<file path="src/sv/bb3_pkg.sv">
package bb3_pkg;

    localparam int ROW_W = 12;
    localparam int X_W = 10;
    localparam int Y_W = 11;
    localparam int CFG_W = 12;
    localparam int FW_W = 11;
    localparam int FH_W = 12;

    localparam logic [FW_W-1:0] FRAME_WIDTH_RESET = 11'd800;
    localparam logic [FH_W-1:0] FRAME_HEIGHT_RESET = 12'd600;

    localparam logic REG_FRAME_WIDTH = 1'b0;
    localparam logic REG_FRAME_HEIGHT = 1'b1;

    localparam logic KIND_PIXEL = 1'b0;
    localparam logic KIND_DRAIN = 1'b1;

    localparam logic [ROW_W-1:0] ROW_SAT = 12'hFFF;

    localparam logic [7:0] ALPHA = 8'hFF;

    // floor(s / 9) == (s * 7282) >> 16 for s <= 2295
    localparam int SUM_W = 12;
    localparam int RSUM_W = 10;
    localparam int DIV9_W = 13;
    localparam logic [DIV9_W-1:0] DIV9_MUL = 13'd7282;
    localparam int DIV9_SHIFT = 16;
    localparam int PROD_W = SUM_W + DIV9_W;

    localparam int FIFO_DEPTH = 8;
    localparam int FIFO_PTR_W = 3;
    localparam int FIFO_CNT_W = 4;

    typedef struct packed {
        logic [7:0] red;
        logic [7:0] green;
        logic [7:0] blue;
    } bb3_pix_t;

    typedef bb3_pix_t bb3_win_t [3][3];

    typedef struct packed {
        logic           emit;
        logic           last;
        logic [X_W-1:0] x;
        logic [Y_W-1:0] y;
        logic           en_top;
        logic           en_bot;
        logic           en_left;
        logic           en_right;
    } bb3_tag_t;

    typedef struct packed {
        logic [7:0]     red;
        logic [7:0]     green;
        logic [7:0]     blue;
        logic [X_W-1:0] x;
        logic [Y_W-1:0] y;
        logic           last;
    } bb3_res_t;

endpackage

</file>
<file path="src/sv/bb3_sum.sv">
module bb3_sum
    import bb3_pkg::*;
(
    input  logic     aclk,
    input  logic     aresetn,
    input  logic     in_valid,
    input  bb3_tag_t in_tag,
    input  bb3_win_t win,
    output logic     out_valid,
    output bb3_res_t out_res
);

    logic [RSUM_W-1:0] rs_next [3][3];
    logic [RSUM_W-1:0] rs_reg  [3][3];
    logic [SUM_W-1:0]  tot_next [3];
    logic [SUM_W-1:0]  tot_reg  [3];
    logic [PROD_W-1:0] prod [3];
    logic              s3_valid_reg;
    logic              s4_valid_reg;
    logic              s5_valid_reg;
    bb3_tag_t          s3_tag_reg;
    bb3_tag_t          s4_tag_reg;
    bb3_res_t          res_reg;
    logic              row_en [3];
    logic              col_en [3];
    bb3_pix_t          p;

    always_comb begin
        row_en[0] = in_tag.en_top;
        row_en[1] = 1'b1;
        row_en[2] = in_tag.en_bot;
        col_en[0] = in_tag.en_left;
        col_en[1] = 1'b1;
        col_en[2] = in_tag.en_right;
        for (int i = 0; i < 3; i++) begin
            for (int k = 0; k < 3; k++) begin
                rs_next[i][k] = '0;
            end
            for (int j = 0; j < 3; j++) begin
                p = (row_en[i] && col_en[j]) ? win[i][j] : '0;
                rs_next[i][0] = rs_next[i][0] + RSUM_W'(p.red);
                rs_next[i][1] = rs_next[i][1] + RSUM_W'(p.green);
                rs_next[i][2] = rs_next[i][2] + RSUM_W'(p.blue);
            end
        end
    end

    always_comb begin
        for (int k = 0; k < 3; k++) begin
            tot_next[k] = SUM_W'(rs_reg[0][k]) + SUM_W'(rs_reg[1][k]) + SUM_W'(rs_reg[2][k]);
            prod[k]     = PROD_W'(tot_reg[k]) * PROD_W'(DIV9_MUL);
        end
    end

    always_ff @(posedge aclk) begin
        if (!aresetn) begin
            s3_valid_reg <= 1'b0;
            s4_valid_reg <= 1'b0;
            s5_valid_reg <= 1'b0;
        end else begin
            s3_valid_reg <= in_valid;
            s4_valid_reg <= s3_valid_reg;
            s5_valid_reg <= s4_valid_reg;
        end
    end

    always_ff @(posedge aclk) begin
        if (in_valid) begin
            rs_reg     <= rs_next;
            s3_tag_reg <= in_tag;
        end
        if (s3_valid_reg) begin
            tot_reg    <= tot_next;
            s4_tag_reg <= s3_tag_reg;
        end
        if (s4_valid_reg) begin
            res_reg.red   <= prod[0][DIV9_SHIFT +: 8];
            res_reg.green <= prod[1][DIV9_SHIFT +: 8];
            res_reg.blue  <= prod[2][DIV9_SHIFT +: 8];
            res_reg.x     <= s4_tag_reg.x;
            res_reg.y     <= s4_tag_reg.y;
            res_reg.last  <= s4_tag_reg.last;
        end
    end

    assign out_valid = s5_valid_reg;
    assign out_res   = res_reg;

endmodule

</file>
<file path="config.mk">
export PLATFORM = sky130hd
export DESIGN_NAME = bb3_sum
export DESIGN_NICKNAME = d
export VERILOG_FILES = /design/src/sv/bb3_pkg.sv /design/src/sv/bb3_sum.sv
export SDC_FILE = /design/constraint.sdc
export NUM_CORES = 1
export LEC_CHECK = 0
export BUFFER_PORTS_ARGS = -buffer_cell sky130_fd_sc_hd__buf_4
export CELL_PAD_IN_SITES_DETAIL_PLACEMENT = 0
export CELL_PAD_IN_SITES_GLOBAL_PLACEMENT = 1
export CORE_ASPECT_RATIO = 1.5
export CORE_MARGIN = 2
export CORE_UTILIZATION = 42
export DETAILED_ROUTE_END_ITERATION = 16
export PLACE_DENSITY_LB_ADDON = 0.1
export REMOVE_ABC_BUFFERS = 1
export SLEW_MARGIN = 20
export SYNTH_ARGS = -nofsm -noshare
export SYNTH_HDL_FRONTEND = slang
export SYNTH_SLANG_ARGS = --single-unit
</file>
<file path="constraint.sdc">
create_clock -name aclk -period 4.5 [get_ports aclk]
set_input_delay 0.675 -clock aclk [delete_from_list [all_inputs] [get_ports aclk]]
set_output_delay 0.675 -clock aclk [all_outputs]
set_load 0.03 [all_outputs]
</file>
==> impl_metrics.yaml <==
clock_tree:
  htreeDepth: 1
  postCtsHoldBufs: 0
  cts_sinks: 219
  cts.root.buffer_cell: "clkbuf_16"
  path_clk_slew_ns: 0.07
  clockBufferDepth: 3
  cts_tree: "built"
  cts_buffers: 23
  worstSkewPairLatency_ns: 0.54
yosys:
  synth_seq_area_share: 0.337
  synth.distinct_cells: 43
  syn_area_mm2: 0.0194
  synthMuxAreaShare: 0.00103
  synth-adder-area-share: 0.394
  ys_seq_elements: 219
  synthSimpleGateAreaFrac: 0.0884
  synth_enable_flop_cells: 216
  synth_compound_area_frac: 0.0650
  synth_xor_area_frac: 0.0433
  syn_area_per_cell_um2: 11.2
  synth_flop_cell: "edfxtp_1"
  syn_inst: 1737
  ys.warnings.count: 0
  synth_top_family_by_area: "adder cells"
  synthArstFlopShare: 0
detailed_routing:
  first_pass_iters: 4
  via_per_inst: 4.72
  drt-wirelength-per-cell_um: 16.2
  post-route-drc-count: 0
  antenna_left: 0
  drt-initial-drc-count: 337
  vias: 12900
  routed_wirelength_um: 44200
floorplan:
  placementRows: 96
  start_util: 0.425
  chipHeight_um: 267
  die_area_mm2: 0.0480
  fp.coreArea_mm2: 0.0456
  die_x_um: 180
  ioPinCount: 293
sta:
  fmax_mhz: 221
  rsz0062_at_grt: "yes"
  finalWorstPathRequiredPeriod_ns: 4.53
  fin_setup_tns_ns: -0.0513
  clock_skew_ns: 0.0197
  worstMarginPinSlew_ns: 1.00
  setup_viol: 2
  min_period_over_period: 1.01
  drv_slew: 0
  relSlewSlack: 0.330
  holdWs_ns: 0.309
  worst_slack_ns: -0.0332
  timing.final.hold_violations: 0
final_layout:
  antenna_cells: 0
  largest_reg_flops: 90
  area_growth_pct: 24.1
  finalNetCount: 2858
  drive_gt1_frac: 0.225
  finish.utilization: 0.528
setup_path:
  worstSetupStartpointType: "flip-flop"
  r2r_end: "out_res[29]$_DFFE_PP_"
  r2r_slack_ns: -0.03
  slowest_delay_ns: 0.55
  r2r_start: "tot_reg[8]$_DFFE_PP_"
  cp_data_required_time_ns: 4.79
  slowest_stage: "fa_1"
  critPathKind: "flip-flop to flip-flop"
  cp.arrival_ns: 4.82
  ff2ff_path_depth: 17
  crit_top_cell: "fa_1"
  worstPathMaxFanout: 4
  worstSetupEndpointType: "flip-flop"
  crit_chain: "fa_1 > ha_4 > inv_4 > fa_1 > inv_1 > fa_1 > inv_1 > fa_1 > inv_2 > ha_4 > a21oi_2 > o21ai_2 > a211oi_2 > o21bai_2 > a31oi_4 > nor2_1 > a211o_1"
place:
  dp_hpwl_um: 37200
  post-place-ws_ns: -0.279
  place.gp.congestion: 0.904
  portBuffers: 291
hold_path:
  whs_endpoint: "s3_tag_reg[8]$_DFFE_PP_"
  min_from: "in_tag[8]"
  min_path_type: "input pin to flip-flop"
  worstHoldPathCells: 1
global_routing:
  grtUsageTotal: 0.187
  overflow: 0
  grt_max_degree: 73
  antenna_found_initial: 1
  grt_pass1_vias: 14100
  grt_pass1_wl_um: 70700
flow_run:
  cap_violations: 0
status:
  failed_checks: "setup timing"
  status: "complete, but fails checks"
==> synth_stat cells (2+ instances only) <==
master	n	area share
a21o_1	27	0.010
mux2i_1	2	0.0010
nand2b_1	14	0.0045
nor2_1	37	0.0072
edfxtp_1	216	0.33
fa_1	201	0.21
ha_1	290	0.19
a211o_1	5	0.0023
and3_1	29	0.0093
a211oi_1	4	0.0015
xor2_1	37	0.017
nor3_1	12	0.0031
o21ai_0	63	0.016
and2_1	63	0.020
a311oi_1	2	0.00090
nand4_1	6	0.0019
a31oi_1	6	0.0019
nand2_1	160	0.031
and4_1	3	0.0014
clkbuf_1	23	0.0044
o311ai_0	3	0.0014
o31ai_1	2	0.00077
o21bai_1	2	0.00077
inv_1	342	0.066
o311a_1	2	0.0010
xnor2_1	59	0.027
a21oi_1	66	0.017
a21boi_0	12	0.0046
nor2b_1	26	0.0084
o21a_1	8	0.0031
dfxtp_1	3	0.0031
==> critical path, delay by kind of cell, from the launching register on <==
family                     cells  cell delay (ns)
and+or+nand+nor                1             0.06
adders and majority gates      6             2.58
DFF                            1             0.45
buffers and inverters          4             0.19
AOI/OAI and AO/OA              6             1.03
==> stage by stage <==
step           instances  instance area, µm²
5_1_grt             2725               24100
2_1_floorplan       1713               19300
6_report            2725               24100
3_5_place_dp        2671               22900
3_3_place_gp        2671               22900
4_1_cts             2719               23800
==> area by class of cell <==
class / instances / area [µm²]
inverters: 342 / 1290
flip-flops and latches: 219 / 6550
well taps: 588 / 736
repair buffers: 383 / 2910
fillers: 4135 / 21600
multi-input cells: 1152 / 11800
clock buffers: 26 / 587
clock inverters: 15 / 195
==> cell families (layout without fill, tap and decap cells) <==
kind of cell,Yosys count,count (layout)
and+or+nand+nor,354,354
DFF,219,219
AOI/OAI and AO/OA,209,209
adders and majority gates,491,491
muxes,2,2
buffers and inverters,366,766
xor gates and xnor gates,96,96
==> worst max-delay path by stage <==
stage,slack (ns),endpoint,startpoint,cells after the start
finish,-0.03,out_res[29]$_DFFE_PP_,tot_reg[8]$_DFFE_PP_,17
global route,-0.21,out_res[37]$_DFFE_PP_,tot_reg[15]$_DFFE_PP_,20
CTS,-0.07,out_res[29]$_DFFE_PP_,tot_reg[8]$_DFFE_PP_,17
floorplan,-0.02,out_res[45]$_DFFE_PP_,tot_reg[27]$_DFFE_PP_,19
global placement,-0.20,out_res[37]$_DFFE_PP_,tot_reg[19]$_DFFE_PP_,18
detailed placement,-0.28,out_res[29]$_DFFE_PP_,tot_reg[7]$_DFFE_PP_,17
==> cell usage in the layout, fill, tap and decap left out, types with 37 or more instances in the layout <==
cell type and n:
a21oi_1 57, and2_1 63, buf_4 379, edfxtp_1 216
fa_1 200, ha_1 275, inv_1 327, nand2_1 157
o21ai_0 59, xnor2_1 59, xor2_1 37
==> routing by layer <==
metal	share of wire	up-vias	global-route usage	routed length, µm
met3	0.038	64	0.0216	1700
met4	0.034	0	0.0666	1500
met5	0	-	0	0
met1	0.39	6060	0.213	17400
li1	-	6477	-	-
met2	0.53	273	0.357	23500
==> timing repair <==
action,in CTS,in global routing
pin swaps,25,21
buffers inserted,8,8
gates resized for setup,35,41
endpoints found under the setup margin,16,20
Power is not shown: default switching activity piles up to over one toggle a cycle in this logic, so the estimate is an artifact.
