<file path="src/sv/bb3_pkg.sv">
package bb3_pkg;

    localparam int ROW_W = 12;
    localparam int X_W = 10;
    localparam int Y_W = 11;
    localparam int CFG_W = 12;
    localparam int FW_W = 11;
    localparam int FH_W = 12;

    localparam logic [FW_W-1:0] FRAME_WIDTH_RESET = 11'd800;
    localparam logic [FH_W-1:0] FRAME_HEIGHT_RESET = 12'd600;

    localparam logic REG_FRAME_WIDTH = 1'b0;
    localparam logic REG_FRAME_HEIGHT = 1'b1;

    localparam logic KIND_PIXEL = 1'b0;
    localparam logic KIND_DRAIN = 1'b1;

    localparam logic [ROW_W-1:0] ROW_SAT = 12'hFFF;

    localparam logic [7:0] ALPHA = 8'hFF;

    // floor(s / 9) == (s * 7282) >> 16 for s <= 2295
    localparam int SUM_W = 12;
    localparam int RSUM_W = 10;
    localparam int DIV9_W = 13;
    localparam logic [DIV9_W-1:0] DIV9_MUL = 13'd7282;
    localparam int DIV9_SHIFT = 16;
    localparam int PROD_W = SUM_W + DIV9_W;

    localparam int FIFO_DEPTH = 8;
    localparam int FIFO_PTR_W = 3;
    localparam int FIFO_CNT_W = 4;

    typedef struct packed {
        logic [7:0] red;
        logic [7:0] green;
        logic [7:0] blue;
    } bb3_pix_t;

    typedef bb3_pix_t bb3_win_t [3][3];

    typedef struct packed {
        logic           emit;
        logic           last;
        logic [X_W-1:0] x;
        logic [Y_W-1:0] y;
        logic           en_top;
        logic           en_bot;
        logic           en_left;
        logic           en_right;
    } bb3_tag_t;

    typedef struct packed {
        logic [7:0]     red;
        logic [7:0]     green;
        logic [7:0]     blue;
        logic [X_W-1:0] x;
        logic [Y_W-1:0] y;
        logic           last;
    } bb3_res_t;

endpackage

</file>
<file path="src/sv/bb3_out_fifo.sv">
module bb3_out_fifo
    import bb3_pkg::*;
(
    input  logic     aclk,
    input  logic     aresetn,
    input  logic     push,
    input  bb3_res_t push_data,
    input  logic     pop,
    output logic     valid,
    output bb3_res_t head
);

    bb3_res_t              mem [FIFO_DEPTH];
    logic [FIFO_PTR_W-1:0] wr_ptr_reg;
    logic [FIFO_PTR_W-1:0] rd_ptr_reg;
    logic [FIFO_CNT_W-1:0] count_reg;
    logic [FIFO_CNT_W-1:0] count_next;
    logic                  do_pop;

    assign valid  = (count_reg != '0);
    assign head   = mem[rd_ptr_reg];
    assign do_pop = pop && valid;

    always_comb begin
        count_next = count_reg;
        if (push && !do_pop) begin
            count_next = count_reg + FIFO_CNT_W'(1);
        end else if (!push && do_pop) begin
            count_next = count_reg - FIFO_CNT_W'(1);
        end
    end

    always_ff @(posedge aclk) begin
        if (!aresetn) begin
            wr_ptr_reg <= '0;
            rd_ptr_reg <= '0;
            count_reg  <= '0;
        end else begin
            count_reg <= count_next;
            if (push) begin
                wr_ptr_reg <= wr_ptr_reg + FIFO_PTR_W'(1);
            end
            if (do_pop) begin
                rd_ptr_reg <= rd_ptr_reg + FIFO_PTR_W'(1);
            end
        end
    end

    always_ff @(posedge aclk) begin
        if (push) begin
            mem[wr_ptr_reg] <= push_data;
        end
    end

endmodule

</file>
<file path="config.mk">
export PLATFORM = sky130hd
export DESIGN_NAME = bb3_out_fifo
export DESIGN_NICKNAME = d
export VERILOG_FILES = /design/src/sv/bb3_pkg.sv /design/src/sv/bb3_out_fifo.sv
export SDC_FILE = /design/constraint.sdc
export NUM_CORES = 1
export LEC_CHECK = 0
export BUFFER_PORTS_ARGS = -buffer_cell sky130_fd_sc_hd__buf_2
export CAP_MARGIN = 15
export CELL_PAD_IN_SITES_DETAIL_PLACEMENT = 1
export CELL_PAD_IN_SITES_GLOBAL_PLACEMENT = 2
export CORE_MARGIN = 4
export CORE_UTILIZATION = 50
export DETAILED_ROUTE_END_ITERATION = 7
export PLACE_DENSITY = 0.79
export SLEW_MARGIN = 25
export SYNTH_ARGS = -nofsm -noshare
export SYNTH_HDL_FRONTEND = slang
export SYNTH_SLANG_ARGS = --single-unit
export TNS_END_PERCENT = 100
</file>
<file path="constraint.sdc">
create_clock -name aclk -period 10.7 [get_ports aclk]
set_clock_uncertainty 0.2 [all_clocks]
set_input_delay 1.07 -clock aclk [delete_from_list [all_inputs] [get_ports aclk]]
set_output_delay 1.07 -clock aclk [all_outputs]
set_load 0.02 [all_outputs]
</file>
==> metrics.txt, run 1 <==
CTS sink count 381; CP Buf/Inv Count 2; sequential area share after synthesis 0.770; switching share of power 0.248; Mapped Nets 656; Power Total 3.84 mW; clk root buf clkbuf_16; Avg Synthesized Cell Area 24.5 µm²; sequential power share 0.456; largest net degree at the start of global routing 65; Final WS setup 6.01 ns; Core Footprint 28900 µm²; Top Ports 97; count of final setup violators 0; first-pass GRT wire length 45800 µm; Clk Latency, worst-skew pair approximately 0.50 ns; Crit path arrival time about 3.4 ns; RePlAce Congestion approximately 0.67; Max FO, Critical Path 58; crit end category primary output; Crit-path slowest cell buf_4; CTS resizes 0; pre-CTS setup slack 6.47 ns; Power Density 227 nW/µm²; Overall Global Routing Usage 0.186; chip height approximately 180 µm; CTS Hold Buffers Added 0; worst-case clock buffer depth 3; Die W 179 µm; Leakage 5.54 nW; Fin. Hold Viols 0; worst-margin pin slew 1.03 ns; hpwl dp around 17000 µm; initial antenna violation count 3; RSZ-0062 raised after global routing no; Psw 0.950 mW; Buffers on Ports between 90 and 100; top cells by area, synth edfxtp_1, mux4_1, mux4_2, mux2_2, dfxtp_1; number of vias per cell approximately 5.7; Final Cycle Share 0.438; clock share of power 0.357; final core utilization 0.586; Die ar. 32200 µm²; top cells by count, synth edfxtp_1, mux4_1, mux2_2; Area Overhead vs Synth 15.0%; drt first pass iters 6; Synth Register Bits ~380; total routed wirelength 29600 µm; vias in the first global route about 7300; min-delay worst type flip-flop to flip-flop; EDFF count, synth 368; total negative slack 0 ns; wire per inst 26.0 µm; starting density of the core 0.509; Combinational Power Share 0.187; Crit path max-delay family buffers and inverters; CTS tree done; grt total ovfl 0; MaxCap Viol Count 0; count of cell types in the netlist 30; Syn. warnings 0; IR drop worst, VDD around 0.12 mV; Vias 6471; Starting DRT DRC Count 408; data required time of the worst path 9.43 ns; Max Slew Vio Count 0; share of cells above drive strength 1 0.338; FFs w/ async S/R, synth 0; kind of critical path flip-flop to primary output; crit-path max cell delay between 0.8 and 0.9 ns; outcome complete, no violations; Nets 779; P_int between 2 and 3 mW; most numerous cell in the Yosys netlist edfxtp_1; Startpoint Class flip-flop; drt drc 0; # rows 62; ys flop type edfxtp_1; postcts setup bufs 0; synthesized instance count 600; leading area contributor after synthesis edfxtp_1; number of flip-flops in the largest register 368; Fmax roughly 0.21 GHz; Detail Route Antenna Nets 0; Post-Syn Area 14700 µm²; total number of H-tree levels 2; fillers 2424; Num CTS Buffers 39; crit-path cells buf_4 > mux4_1 > mux2_2 > buf_2; Worst-path clk slew 0.06 ns; final worst path period need 4.69 ns; Synth top area share 0.752; relative slew slack 0.316
==> worst paths after layout <==
| path | from | endpoint | slack [ns] | depth (start not counted) |
|---|---|---|---|---|
| worst max register to register | count_reg[1] | count_reg[3] | 7.90 | 9 |
| worst min-delay path | count_reg[3] | count_reg[3] | 0.29 | 2 |
| worst max-delay path | flip-flop | head[39] | 6.01 | 4 |
| worst min register to register | count_reg[3] | count_reg[3] | 0.29 | 2 |
==> area by class of cell <==
| type | instances | area, µm² | area share |
|---|---|---|---|
| Sequential cell | 381 | 11300 | 0.670 |
| Antenna cell | 2 | 5.00 | 0.000296 |
| Multi-Input combinational cell | 191 | 3230 | 0.191 |
| Inverter | 1 | 3.75 | 0.000222 |
| Timing Repair Buffer | 109 | 578 | 0.0342 |
| Clock buffer | 46 | 1000 | 0.0593 |
| Clock inverter | 23 | 284 | 0.0168 |
| Tap cell | 384 | 480 | 0.0284 |
==> routing by layer <==
metal  wire length [µm]  share of wire  track usage
met1              12300           0.41        0.238
met2              15800           0.53        0.332
met3               1130          0.038       0.0368
met4                410          0.014       0.0454
met5                 13        0.00044            0
==> logic make-up after synthesis <==
| family | Yosys count | share of synthesized area |
|---|---|---|
| AO/OA/AOI/OAI | 5 | 0.00213 |
| XOR/XNOR | 6 | 0.00358 |
| AND/OR/NAND/NOR | 33 | 0.0113 |
| flip-flops | 381 | 0.770 |
| adder cells (fa/ha/maj) | 6 | 0.00562 |
| buffers and inverters | 28 | 0.0146 |
| multiplexers | 141 | 0.193 |
==> placed cells by master, fill, tap and decap left out, types with 8 or more instances in the layout <==
cell type | Yosys | routed
clkbuf_16 | 0 | 39
mux4_2 | 34 | 34
mux4_1 | 58 | 58
edfxtp_1 | 368 | 368
clkinv_1 | 0 | 8
dfxtp_1 | 13 | 10
mux2_2 | 46 | 46
buf_2 | 2 | 96
buf_4 | 0 | 13
==> through the flow <==
stage | instances | instance area (µm²) | hold WS (ns)
5_1_grt | 1137 | 16900 | 0.331
4_1_cts | 1135 | 16900 | 0.300
2_1_floorplan | 600 | 14700 | 0.240
3_3_place_gp | 1066 | 15600 | 0.257
6_report | 1137 | 16900 | 0.291
3_5_place_dp | 1066 | 15600 | 0.292
==> power groups by stage <==
stage | clock network [mW] | registers [mW] | logic, mW
2_1_floorplan | 0 | 1.73 | 0.611
3_3_place_gp | 0 | 1.78 | 0.710
3_5_place_dp | 0 | 1.78 | 0.729
4_1_cts | 1.40 | 1.75 | 0.735
5_1_grt | 1.48 | 1.76 | 0.774
6_report | 1.37 | 1.75 | 0.719
==> worst min-delay path: cells and delay by family (launching register included) <==
family,cells,cell delay (ns)
DFF,1,0.32
and+or+nand+nor,1,0.06
muxes,1,0.06
Power figures use the tool's default switching activity.
==> inputs of run 2 (changes only) <==
- ABC_AREA: not set -> 1
- CORE_UTILIZATION: 50 -> 37
- PLACE_DENSITY: 0.79 -> 0.73
- clock period: 10.7 -> 4.1 ns (I/O delays scaled with it)
==> run 2 against run 1 <==
- global-route usage shrank 0.88 points
- worst hold slack improved by 0.0047 ns
- area after synthesis rose by 4.3%
- core utilization fell by 14 points
- final cell count is 77% higher
- largest power group unchanged
==> metrics.txt, run 2 <==
worst-margin pin slew between 0.9 and 1 ns; clock share of power 0.342; CTS tree done; hpwl dp 20600 µm; Top Ports a little under 100; Area after DPL 16300 µm²; Startpoint Class flip-flop; Power Density 575 nW/µm²; ant diodes 0; top sig layer met4; Buffers on Ports 96; top cells by count, synth nor2_1, edfxtp_1, nand2_1; Die ar. 44800 µm²; RePlAce Congestion 0.706; wire per inst around 19 µm; Worst path depth 8; Area Overhead vs Synth 18.1%; Core Footprint 40900 µm²; Psw roughly 3.2 mW; leading area contributor after synthesis edfxtp_1; Mapped Nets roughly 1400; r2r endpoint count_reg[3]; Crit-path slowest cell buf_12; Max FO, Critical Path 184; Synth Register Bits 381; clk root buf clkbuf_16; chip height 212 µm; CP Buf/Inv Count 2; Clk Latency, worst-skew pair 0.55 ns; largest net degree at the start of global routing 185; sequential area share after synthesis 0.738; Crit path max-delay family buffers and inverters; most used cell, CP nand2_1; Nets 1506; Power Total 10.4 mW; total negative slack 0 ns; Syn. warnings 0; most frequent cells in the layout nor2_1, edfxtp_1, nand2_1; starting density of the core 0.375; grt total ovfl 0; R2R setup slack approximately 1.7 ns; Crit path arrival time approximately 2.5 ns; ys flop type edfxtp_1; outcome complete, no violations; relative slew slack 0.339; Max Slew Vio Count 0; final worst path period need 3.14 ns; Worst-path clk slew 0.06 ns; CP Capture Point head[3]; RSZ-0062 raised after global routing no; synthesized instance count about 1300; metal3 WL 1370 µm; min-delay worst type flip-flop to flip-flop; worst r2r path cells 11; Leakage about 6.7 nW; crit end category primary output; Starting DRT DRC Count 631; CTS sink count 381; count of final setup violators 0; worst-case clock buffer depth 3; initial antenna violation count 0; crit-path max cell delay 0.55 ns; most common cell after layout, fill and taps aside nor2_1; crit-path cells buf_12 > nor2_1 > nor2_1 > o21ai_0 > nand2_1 > nand2_1 > nand2_1 > buf_2; P_int 7.16 mW; Die W 212 µm; count of cell types in the netlist 20; drt drc 0; Overall Global Routing Usage 0.177; number of vias per cell 4.95; Post-Syn Area 15300 µm²; Vias 9973; total number of H-tree levels 2; number of flip-flops in the largest register 368; post-route cell area ~18000 µm²; RR Startpoint count_reg[0]; Fin. Hold Viols 0; first-pass GRT wire length 61500 µm; Fmax 0.319 GHz; vias in the first global route 10742; M1 WL 17500 µm; most numerous cell in the Yosys netlist nor2_1; total routed wirelength 39300 µm; CTS resizes 0; FFs w/ async S/R, synth 0; Combinational Power Share 0.231; top cells by area, synth edfxtp_1, nor2_1, nand2_1, o21ai_0, dfxtp_1; Avg Synthesized Cell Area 11.7 µm²; switching share of power 0.312; MaxCap Viol Count 0; Final Cycle Share 0.766; IR drop worst, VDD 0.332 mV; Num CTS Buffers 43; met2 routed wirelength between 15000 and 20000 µm; sequential power share 0.426; EDFF count, synth 368; Synth top area share 0.721; drt first pass iters 4; Detail Route Antenna Nets 0; share of cells above drive strength 1 0.127; data required time of the worst path approximately 3.5 ns; # rows 74; kind of critical path flip-flop to primary output
run 2: cell count changes after synthesis, moves of 46 or more:
| cell | delta |
|---|---|
| nor2_1 | +377 |
| nand2_1 | +242 |
| o21ai_0 | +154 |
| mux4_1 | -58 |
| mux2_2 | -46 |
run 2: power by group through the flow:
stage                     clock (mW)  sequential, mW  combinational, mW
after global routing            3.84            4.45               2.75
after detailed placement           0            4.52               2.42
after global placement             0            4.51               2.38
final                           3.56            4.44               2.41
after floorplan                    0            4.51               1.71
after CTS                       3.66            4.44               2.47
run 2: worst min-delay path by stage:
stage,start,to,slack (ns),cells past startpoint
6_report,rd_ptr_reg[2],flip-flop,0.30,2
5_1_grt,rd_ptr_reg[2],flip-flop,0.34,2
4_1_cts,rd_ptr_reg[2],flip-flop,0.31,2
3_5_place_dp,rd_ptr_reg[2],flip-flop,0.30,2
3_3_place_gp,rd_ptr_reg[2],flip-flop,0.28,2
2_1_floorplan,rd_ptr_reg[1],flip-flop,0.26,2
run 2: repair_timing:
item / in CTS / in global routing
endpoints found under the hold margin: 376 / 0
hold buffers: 49 / 0
setup buffers: 0 / 0
run 2: final cells by class:
cell class,count,area [µm²]
fill,4369,22800
sequential,381,11300
multi-input combinational,846,3560
timing repair buffer,164,1200
clock buffer,55,1160
tap,532,666
clock inverter,24,135
inverter,14,56.3
run 2: worst min-delay path: stages, from the launching register on:
cell	delay, ns
dfxtp_1	0.32
nand2_1	0.06
a21oi_1	0.06
run 2: per-layer routing:
layer / track usage / up-vias
met4: 0.0544 / 0
met2: 0.309 / 149
met3: 0.0255 / 56
met1: 0.232 / 5011
li1: - / 4757
met5: 0 / -
run 2: logic make-up (layout without fill, tap and decap cells):
| group | Yosys count | after routing | share of synthesized area |
|---|---|---|---|
| xor gates and xnor gates | 2 | 2 | 0.00114 |
| and+or+nand+nor | 641 | 641 | 0.158 |
| adders and majority gates | 6 | 6 | 0.00539 |
| buffers and inverters | 84 | 257 | 0.0337 |
| AOI/OAI and AO/OA | 197 | 197 | 0.0643 |
| DFF | 381 | 381 | 0.738 |
run 2: through the flow:
step	util	hold slack (ns)	cells	setup slack, ns
global route	0.442	0.341	2016	0.752
CTS	0.442	0.309	2016	0.910
floorplan	-	0.257	1311	0.739
finish	0.442	0.296	2016	0.961
detailed placement	0.399	0.301	1888	1.56
global placement	0.399	0.284	1888	1.55
